## src/rtl/core/slt_pkg.sv

```systemverilog
// Shared types and constants for the shell line tokenizer.
package slt_pkg;

  localparam int MAX_TOKENS = 256;
  localparam int TOK_W      = $clog2(MAX_TOKENS + 1);

  localparam int CHAR_W  = 8;
  localparam int INDEX_W = 8;
  localparam int COUNT_W = 9;

  localparam logic [CHAR_W-1:0] CH_SPACE   = 8'h20;
  localparam logic [CHAR_W-1:0] CH_LESS    = 8'h3C;
  localparam logic [CHAR_W-1:0] CH_GREATER = 8'h3E;
  localparam logic [CHAR_W-1:0] CH_PIPE    = 8'h7C;
  localparam logic [CHAR_W-1:0] CH_DQUOTE  = 8'h22;
  localparam logic [CHAR_W-1:0] CH_SQUOTE  = 8'h27;

  typedef enum logic [2:0] {
    Q_NONE   = 3'b001,
    Q_SINGLE = 3'b010,
    Q_DOUBLE = 3'b100
  } quote_t;

  typedef enum logic [2:0] {
    P_NONE    = 3'b001,
    P_LESS    = 3'b010,
    P_GREATER = 3'b100
  } pend_t;

  typedef struct packed {
    logic [CHAR_W-1:0]  out_char;
    logic               char_valid;
    logic [INDEX_W-1:0] token_index;
    logic               token_start;
    logic               token_is_operator;
    logic               line_end;
    logic [COUNT_W-1:0] token_count;
  } result_t;

endpackage

```

## src/rtl/core/slt_in_if.sv

```systemverilog
// Byte channel into the tokenizer.
interface slt_in_if;
  import slt_pkg::*;

  logic              valid;
  logic              ready;
  logic [CHAR_W-1:0] ch;
  logic              last_char;

  modport source (output valid, output ch, output last_char, input ready);
  modport sink (input valid, input ch, input last_char, output ready);
endinterface

```

## src/rtl/core/slt_out_if.sv

```systemverilog
// Labelled byte channel out of the tokenizer.
interface slt_out_if;
  import slt_pkg::*;

  logic               valid;
  logic               ready;
  logic [CHAR_W-1:0]  out_char;
  logic               char_valid;
  logic [INDEX_W-1:0] token_index;
  logic               token_start;
  logic               token_is_operator;
  logic               line_end;
  logic [COUNT_W-1:0] token_count;

  modport source (output valid, output out_char, output char_valid, output token_index,
                  output token_start, output token_is_operator, output line_end,
                  output token_count, input ready);
  modport sink (input valid, input out_char, input char_valid, input token_index,
                input token_start, input token_is_operator, input line_end,
                input token_count, output ready);
endinterface

```

## src/rtl/core/shell_line_tokenizer.sv

```systemverilog
// Shell line tokenizer: takes one byte a cycle while the skid register is empty, labelling
// it with token number, token start and operator kind. Each accepted byte yields one result
// word, held in the result register or, under output stall, the skid register; the state
// update is one pass of quote/word/operator logic. A two-deep output (result plus skid
// register) keeps input flowing under output stall until the skid register fills. The final
// byte of a line carries the token count (saturating at MAX_TOKENS) and clears line state.
module shell_line_tokenizer
  import slt_pkg::*;
(
  input  logic      clk,
  input  logic      rst,
  slt_in_if.sink    chars,
  slt_out_if.source tokens
);

  quote_t           quote_mode, quote_next;
  logic             word_open, word_next;
  pend_t            pending, pend_next;
  logic [TOK_W-1:0] tokens_seen, seen_next;

  logic  begin_tok, valid_c, start_c, is_op_c;
  pend_t kind_c;

  result_t res, out_word, skid_word;
  logic    out_valid, skid_valid;
  logic    in_fire, out_fire;

  assign in_fire  = chars.valid && chars.ready;
  assign out_fire = out_valid && tokens.ready;

  always_comb begin
    quote_next = quote_mode;
    word_next  = word_open;
    pend_next  = pending;
    begin_tok  = 1'b0;
    valid_c    = 1'b1;
    start_c    = 1'b0;
    is_op_c    = 1'b0;
    kind_c     = (chars.ch == CH_LESS) ? P_LESS : P_GREATER;
    case (quote_mode)
      Q_SINGLE: begin
        if (chars.ch == CH_SQUOTE) quote_next = Q_NONE;
      end
      Q_DOUBLE: begin
        if (chars.ch == CH_DQUOTE) quote_next = Q_NONE;
      end
      default: begin
        if (chars.ch == CH_SPACE) begin
          valid_c   = 1'b0;
          word_next = 1'b0;
          pend_next = P_NONE;
        end else if (chars.ch inside {CH_LESS, CH_GREATER}) begin
          is_op_c   = 1'b1;
          word_next = 1'b0;
          // pair with a pending operator of the same kind, else open a new one
          if (pending == kind_c) begin
            pend_next = P_NONE;
          end else begin
            begin_tok = 1'b1;
            start_c   = 1'b1;
            pend_next = kind_c;
          end
        end else if (chars.ch == CH_PIPE) begin
          is_op_c   = 1'b1;
          word_next = 1'b0;
          pend_next = P_NONE;
          begin_tok = 1'b1;
          start_c   = 1'b1;
        end else begin
          pend_next = P_NONE;
          if (!word_open) begin
            begin_tok = 1'b1;
            start_c   = 1'b1;
            word_next = 1'b1;
          end
          if (chars.ch == CH_SQUOTE) quote_next = Q_SINGLE;
          else if (chars.ch == CH_DQUOTE) quote_next = Q_DOUBLE;
        end
      end
    endcase

    seen_next = tokens_seen;
    if (begin_tok && tokens_seen < TOK_W'(MAX_TOKENS)) seen_next = tokens_seen + 1'b1;

    res.out_char          = valid_c ? chars.ch : '0;
    res.char_valid        = valid_c;
    res.token_index       = (valid_c && seen_next != '0) ? INDEX_W'(seen_next - 1'b1) : '0;
    res.token_start       = start_c;
    res.token_is_operator = is_op_c;
    res.line_end          = chars.last_char;
    res.token_count       = chars.last_char ? COUNT_W'(seen_next) : '0;
  end

  always_ff @(posedge clk) begin
    if (rst) begin
      quote_mode  <= Q_NONE;
      word_open   <= 1'b0;
      pending     <= P_NONE;
      tokens_seen <= '0;
    end else if (in_fire) begin
      // drop all line state after the final byte
      if (chars.last_char) begin
        quote_mode  <= Q_NONE;
        word_open   <= 1'b0;
        pending     <= P_NONE;
        tokens_seen <= '0;
      end else begin
        quote_mode  <= quote_next;
        word_open   <= word_next;
        pending     <= pend_next;
        tokens_seen <= seen_next;
      end
    end
  end

  always_ff @(posedge clk) begin
    if (rst) begin
      out_valid  <= 1'b0;
      skid_valid <= 1'b0;
    end else if (in_fire) begin
      if (!out_valid || out_fire) begin
        out_valid <= 1'b1;
      end else begin
        skid_valid <= 1'b1;
      end
    end else if (out_fire) begin
      if (skid_valid) begin
        skid_valid <= 1'b0;
      end else begin
        out_valid <= 1'b0;
      end
    end
  end

  always_ff @(posedge clk) begin
    if (in_fire) begin
      if (!out_valid || out_fire) out_word <= res;
      else skid_word <= res;
    end else if (out_fire && skid_valid) begin
      out_word <= skid_word;
    end
  end

  assign chars.ready              = !skid_valid;
  assign tokens.valid             = out_valid;
  assign tokens.out_char          = out_word.out_char;
  assign tokens.char_valid        = out_word.char_valid;
  assign tokens.token_index       = out_word.token_index;
  assign tokens.token_start       = out_word.token_start;
  assign tokens.token_is_operator = out_word.token_is_operator;
  assign tokens.line_end          = out_word.line_end;
  assign tokens.token_count       = out_word.token_count;

  a_skid_needs_out: assert property (@(posedge clk) disable iff (rst)
    skid_valid |-> out_valid)
    else $error("skid word held without an output word");

  a_quote_in_word: assert property (@(posedge clk) disable iff (rst)
    quote_mode != Q_NONE |-> word_open && pending == P_NONE)
    else $error("open quote outside a word");

  a_op_not_word: assert property (@(posedge clk) disable iff (rst)
    !(word_open && pending != P_NONE))
    else $error("pending operator inside a word");

  a_line_reset: assert property (@(posedge clk) disable iff (rst)
    in_fire && chars.last_char |=> tokens_seen == '0 && quote_mode == Q_NONE && !word_open)
    else $error("line state not cleared after final byte");

  a_seen_sat: assert property (@(posedge clk) disable iff (rst)
    tokens_seen <= TOK_W'(MAX_TOKENS))
    else $error("token counter past saturation");

endmodule

```

## src/flat_wrapper.sv

```systemverilog
// flat-port wrapper written by rule: the top's interface ports become plain ports
module shell_line_tokenizer_flat import slt_pkg::*;
  (clk, rst, chars_valid, chars_ch, chars_last_char, chars_ready, tokens_valid, tokens_out_char, tokens_char_valid, tokens_token_index, tokens_token_start, tokens_token_is_operator, tokens_line_end, tokens_token_count, tokens_ready);
  slt_in_if chars_i ();
  slt_out_if tokens_i ();
  input  logic clk;
  input  logic rst;
  input wire logic [$bits(chars_i.valid)-1:0] chars_valid;
  input wire logic [$bits(chars_i.ch)-1:0] chars_ch;
  input wire logic [$bits(chars_i.last_char)-1:0] chars_last_char;
  output wire logic [$bits(chars_i.ready)-1:0] chars_ready;
  output wire logic [$bits(tokens_i.valid)-1:0] tokens_valid;
  output wire logic [$bits(tokens_i.out_char)-1:0] tokens_out_char;
  output wire logic [$bits(tokens_i.char_valid)-1:0] tokens_char_valid;
  output wire logic [$bits(tokens_i.token_index)-1:0] tokens_token_index;
  output wire logic [$bits(tokens_i.token_start)-1:0] tokens_token_start;
  output wire logic [$bits(tokens_i.token_is_operator)-1:0] tokens_token_is_operator;
  output wire logic [$bits(tokens_i.line_end)-1:0] tokens_line_end;
  output wire logic [$bits(tokens_i.token_count)-1:0] tokens_token_count;
  input wire logic [$bits(tokens_i.ready)-1:0] tokens_ready;
  assign chars_i.valid = chars_valid;
  assign chars_i.ch = chars_ch;
  assign chars_i.last_char = chars_last_char;
  assign chars_ready = chars_i.ready;
  assign tokens_valid = tokens_i.valid;
  assign tokens_out_char = tokens_i.out_char;
  assign tokens_char_valid = tokens_i.char_valid;
  assign tokens_token_index = tokens_i.token_index;
  assign tokens_token_start = tokens_i.token_start;
  assign tokens_token_is_operator = tokens_i.token_is_operator;
  assign tokens_line_end = tokens_i.line_end;
  assign tokens_token_count = tokens_i.token_count;
  assign tokens_i.ready = tokens_ready;
  shell_line_tokenizer u_core (.clk(clk), .rst(rst), .chars(chars_i), .tokens(tokens_i));
endmodule
```

## config.mk

```make
export PLATFORM = sky130hd
export DESIGN_NAME = shell_line_tokenizer_flat
export DESIGN_NICKNAME = d
export VERILOG_FILES = /design/src/rtl/core/slt_pkg.sv /design/src/rtl/core/slt_in_if.sv /design/src/rtl/core/slt_out_if.sv /design/src/rtl/core/shell_line_tokenizer.sv /design/src/flat_wrapper.sv
export SDC_FILE = /design/constraint.sdc
export NUM_CORES = 1
export LEC_CHECK = 0
export ABC_AREA = 1
export BUFFER_PORTS_ARGS = -buffer_cell sky130_fd_sc_hd__buf_2
export CAP_MARGIN = 25
export CORE_MARGIN = 2
export CORE_UTILIZATION = 35
export DETAILED_ROUTE_END_ITERATION = 16
export GPL_TIMING_DRIVEN = 0
export MAX_ROUTING_LAYER = met4
export PLACE_DENSITY = 0.55
export SLEW_MARGIN = 40
export SYNTH_ARGS = -nofsm -noshare
export SYNTH_HDL_FRONTEND = slang
export SYNTH_SLANG_ARGS = --single-unit
```

## constraint.sdc

```tcl
create_clock -name clk -period 7.5 [get_ports clk]
set_clock_uncertainty 0.1 [all_clocks]
set_input_delay 1.875 -clock clk [delete_from_list [all_inputs] [get_ports clk]]
set_output_delay 1.875 -clock clk [all_outputs]
set_load 0.02 [all_outputs]
```

=== After elaboration in Yosys (flattened, before gate mapping) ===
Cells that the tools add are included.

* Bits in read-only memories: 0
* Bits in latches: 0
* Bits in writable memories: 0
* Memories: 0
* Input port bits: 13
* Output and inout port bits: 31
* Register bits: 76

* Equality and inequality tests: 18
* Multiplexer cells: 47
* Add/sub/neg operators: 2
* Reductions and logical operators: 20
* Divide/modulo/power cells: 0
* $lt $le $gt $ge: 1
* Bitwise operators: 1
* $mul: 0
* Shifts and indexed selects: 0

{| class="wikitable"
|+ Operator list
! cell !! count
|-
| 2-to-1 mux 29 bit || 3
|-
| 2-to-1 mux 3 bit || 14
|-
| equality test 8 x 6 -> 1 bit (second input constant) || 5
|-
| 2-to-1 mux 9 bit || 3
|-
| 2-to-1 mux 1 bit || 24
|-
| 2-to-1 mux 8 bit || 2
|-
| inequality test 4 bit (second input constant) || 3
|-
| adder 9 x 1 -> 9 bit (second input constant) || 1
|-
| < comparator 9 bit (second input constant) || 1
|-
| nonzero test 9 bit || 1
|-
| equality test 8 x 7 -> 1 bit (second input constant) || 1
|-
| AND reduction 2 bit || 4
|-
| subtractor 8 x 1 -> 8 bit (second input constant) || 1
|-
| AND reduction 7 bit || 1
|-
| inequality test 2 bit (second input constant) || 3
|-
| inequality test 3 x 2 -> 1 bit (second input constant) || 2
|-
| one-hot mux 3 bit (2 select lines) || 1
|-
| nonzero test 2 bit || 3
|-
| logical AND 1 bit || 5
|-
| equality test 3 x 2 -> 1 bit (second input constant) || 1
|-
| equality test 3 bit || 1
|-
| equality test 3 bit (second input constant) || 1
|-
| AND reduction 3 bit || 1
|-
| nonzero test 3 bit || 1
|-
| other kinds (5) || 6
|}

=== Logic depth before layout (Yosys ltp) ===
* Word-level depth: 14
* Depth in mapped cells: 19

=== Worst setup path after synthesis ===
Ideal clock, no wire load.

* Path kind: input-to-reg
* Start: in chars_valid
* End: reg u_core.skid_word[0] (netlist name) (enable)
* Slack: 2.515 ns
* Required time: 6.949 ns
* Stages: 4
* Data arrival time: 4.434 ns
* Cell sequence: nand2_1 -> clkbuf_1 -> clkbuf_1 -> nor3_1

* Longest elaborated chain between the ends: 2

{| class="wikitable"
|+ Ends and longest elaborated chain
! what !! line !! text
|-
| start, declared || flat_wrapper.sv:8 || <nowiki>input wire logic [$bits(chars_i.valid)-1:0] chars_valid;</nowiki>
|-
| logical AND 1 bit || shell_line_tokenizer.sv:28 || <nowiki>assign in_fire = chars.valid && chars.ready;</nowiki>
|-
| AND reduction 2 bit (no line) || n/a ||
|-
| end signal, assigned || shell_line_tokenizer.sv:138 || <nowiki>else skid_word <= res;</nowiki>
|-
| end, declared || shell_line_tokenizer.sv:24 || <nowiki>result_t res, out_word, skid_word;</nowiki>
|}

No other way between the ends.
A chain may end at the register's enable or synchronous reset.

=== Worst setup path after layout ===
* Start: in chars_ch[7]
* End: reg u_core.out_word (netlist bit u_core.tokens.token_index[7]), data pin

* Longest elaborated chain between the ends: 14

{| class="wikitable"
|+ Ends and longest elaborated chain
! what !! line !! text
|-
| start, declared || flat_wrapper.sv:9 || <nowiki>input wire logic [$bits(chars_i.ch)-1:0] chars_ch;</nowiki>
|-
| branches (longest 11 deep; another with subtractor 8 x 1 -> 8 bit) || n/a ||
|-
| 2-to-1 mux 8 bit (*) || shell_line_tokenizer.sv:87 || <nowiki>res.token_index = (valid_c && seen_next != '0) ? INDEX_W'(seen_next - 1'b1) : '0;</nowiki>
|-
| 2-to-1 mux 29 bit (*) || shell_line_tokenizer.sv:137 || <nowiki>if (!out_valid || out_fire) out_word <= res;</nowiki>
|-
| 2-to-1 mux 29 bit (*) || shell_line_tokenizer.sv:136 || <nowiki>if (in_fire) begin</nowiki>
|-
| end signal, assigned || shell_line_tokenizer.sv:137 ||
|-
| end signal, assigned || shell_line_tokenizer.sv:140 || <nowiki>out_word <= skid_word;</nowiki>
|-
| end, declared || shell_line_tokenizer.sv:24 ||
|}

Every way passes the cells marked *. The select of a mux whose other input is x is not followed.

==> impl_metrics.env <==
export IMPL_path_clk_slew_ps=70
export IMPL_synth_area_um2=3790
export IMPL_clock_root_buffer="clkbuf_8"
export IMPL_synth_top_area_cell="edfxtp_1"
export IMPL_async_flop_share=0
export IMPL_clock_latency_ps=340
export IMPL_synthMuxAreaShare=0
export IMPL_period_needed_ps=4160
export IMPL_synth_simple_area_share=0.287
export IMPL_crit_arrival_ps=4270
export IMPL_yosys_area_top_type_share=0.459
export IMPL_postRouteAntennaNets=0
export IMPL_vias=2841
export IMPL_drt_vias_per_instance=4.55
export IMPL_cts_buffers=9
export IMPL_final_core_util=0.418
export IMPL_pin_count=44
export IMPL_setup_tns_ps=0
export IMPL_yosysWarnings=0
export IMPL_core_area_um2=10400
export IMPL_comb_power_share=0.162
export IMPL_dr_pass1_iters=5
export IMPL_grt_ovfl_total=0
export IMPL_setup_viol=0
export IMPL_cts_resized=0
export IMPL_post_layout_nonfiller_instances=625
export IMPL_io_buffers=42
export IMPL_synth_compound_area_frac=0.0653
export IMPL_total_power_mw=0.896
export IMPL_dieArea_um2=11700
export IMPL_finalCritPeriodShare=0.555
export IMPL_synth_top_family_by_area="simple AND/OR/NAND/NOR gates"
export IMPL_nFillCells=1083
export IMPL_min_path_type="reg2reg"
export IMPL_h_tree_depth=3
export IMPL_synth_edff_count=58
export IMPL_ys_types=31
export IMPL_synthToLayoutAreaGrowth_pct=14.9
export IMPL_num_rows=37
export IMPL_hpwl_mm=5.63
export IMPL_worstMarginPinSlew_ps=618
export IMPL_place_congestion=0.871
export IMPL_p_leak_nw=1.90
export IMPL_worst_endpoint_required_ps=7610
export IMPL_fmax_ghz=0.240
export IMPL_seq_power_share=0.546
export IMPL_ys_ff_latch=76
export IMPL_antenna_found_initial=0
export IMPL_hold_worst_slack_ps=386
export IMPL_grt_setup_unrepaired="no"
export IMPL_drt_iter0_drc=150
export IMPL_die_y_um=108
export IMPL_drt_wirelength_per_cell_um=12.2
export IMPL_final_nets=500
export IMPL_seq_area_frac_synth=0.554
export IMPL_p_int_mw=0.645
export IMPL_yosysMostFrequentCell="nand2_1"
export IMPL_cp_start_kind="input pin"
export IMPL_p_clk_frac=0.292
export IMPL_grt_usage=0.144
export IMPL_cts_tree="done"
export IMPL_start_util=0.364
export IMPL_grt_pass1_vias=2584
export IMPL_p_switching_mw=0.251
export IMPL_insertedDiodeCount=0
export IMPL_drv_slew=0
export IMPL_post_cts_buffers=0
export IMPL_synth_main_ff_cell="edfxtp_1"
export IMPL_synth_commonest_cells="nand2_1 (128), edfxtp_1 (58), inv_1 (48), nor2_1 (29), o21ai_0 (22)"
export IMPL_grt_max_degree=30
export IMPL_cts_sinks=76
export IMPL_status="completed"
export IMPL_final_layout_size_suffix_gt1_frac=0.202
export IMPL_synth_adder_area_share=0.00990
export IMPL_routed_wl_mm=7.65
export IMPL_sw_frac_of_total=0.280
export IMPL_synthesis_nets=443
export IMPL_cts_path_max_buffers=2
export IMPL_crit_fanout=10
export IMPL_grt_pass1_wl_mm=12.5
export IMPL_hold_viol_final=0
export IMPL_peakVddDrop_mv=0.0820
export IMPL_hold_buffers=0
export IMPL_power_density_nw_per_um2=206
export IMPL_drv_cap=0
export IMPL_max_slew_margin=0.588
export IMPL_syn_area_per_cell_um2=8.88
export IMPL_dp_cells=609
export IMPL_drc=0
export IMPL_ys_top_cells_by_area="edfxtp_1 (46%), nand2_1 (13%), dfxtp_1 (9.5%)"
export IMPL_end_kind="register"
export IMPL_synthCells=427
export IMPL_synth_xor_area_frac=0.0116
export IMPL_fp_dieW_um=108
export IMPL_critical_path_class="in2reg"
## per-layer routing
metal  vias to the layer above  global-route usage  part of all wire
met5                         -                   -                 0
met4                         0              0.0614             0.019
met3                        11              0.0235             0.035
met2                        48               0.216              0.44
met1                      1283               0.194              0.51
li1                       1499                   -                 -
## cell usage in the layout, fill, tap and decap left out, drive strengths merged
cell      netlist  layout
a211oi          1       1
nand4          15      15
dfxtp          18      18
clkbuf         15      28
clkinv          4       6
or2             2       2
nor3            2       2
ha              3       3
nand2         146     146
inv            50      50
edfxtp         58      58
buf             2      48
xor2            5       5
nand3          22      22
a21oi          20      20
o2111ai         1       1
o21ai          24      24
nor2           39      39
clkinvlp        0       1
## sequential cells by signal, indices dropped and copies added (netlist names), 3 cells and up
register                   cells
u_core.quote_mode              3
u_core.pending                 3
u_core.tokens.token_count      9
u_core.tokens.token_index      8
u_core.skid_word              29
u_core.tokens_seen             9
u_core.tokens.out_char         8
## layout make-up
type / instances / area, µm² / area share
clock inverter: 3 / 17.5 / 0.00402
multi-input combinational: 280 / 1420 / 0.326
sequential: 76 / 2100 / 0.483
clock buffer: 13 / 139 / 0.0319
buffer: 17 / 65.1 / 0.0149
tap: 136 / 170 / 0.0391
timing repair buffer: 46 / 233 / 0.0534
inverter: 54 / 208 / 0.0477
## final timing paths
check                                          from                                endpoint  slack, ps  cells after the start
setup / recovery                        chars_ch[7]  u_core.tokens.token_index[7]$_DFFE_PP_       3340                     19
hold / removal        u_core.word_open$_SDFFE_PP0P_           u_core.word_open$_SDFFE_PP0P_        390                      2
setup reg to reg  u_core.quote_mode[1]$_SDFFE_PP0P_  u_core.tokens.token_index[4]$_DFFE_PP_       4730                     18
hold reg to reg       u_core.word_open$_SDFFE_PP0P_           u_core.word_open$_SDFFE_PP0P_        390                      2
## worst max-delay path: stages
cell	delay [ps]
buf_2	120
inv_1	90
nand2_1	90
nor2_4	150
nand2_2	100
clkinv_1	100
nand4_4	200
nand3_4	200
nand2_1	70
nand2_1	170
inv_1	120
ha_1	190
inv_1	50
nor2_1	50
nand2_2	110
nor2_1	50
nor2_1	290
nand3_1	140
nand2_1	90
## metrics by stage
stage / cell area, µm² / setup WS [ps]
floorplan: 3790 / 2510
global placement: 4170 / 1000
detailed placement: 4200 / 3000
CTS: 4360 / 3360
global route: 4360 / 3140
finish: 4360 / 3340
## power groups by stage
stage | Combinational [mW] | Sequential, mW | Clock (mW)
global route | 0.162 | 0.492 | 0.287
finish | 0.145 | 0.489 | 0.262
floorplan | 0.0797 | 0.521 | 0
CTS | 0.147 | 0.490 | 0.269
detailed placement | 0.146 | 0.499 | 0
global placement | 0.144 | 0.499 | 0
## logic make-up (layout without fill, tap and decap cells)
| kind of cell | after synthesis | after routing |
|---|---|---|
| and+or+nand+nor | 226 | 226 |
| DFF | 76 | 76 |
| buffers and inverters | 71 | 133 |
| AOI/OAI and AO/OA | 46 | 46 |
| xor gates and xnor gates | 5 | 5 |
| adders and majority gates | 3 | 3 |
(Power assumes the default switching activity.)
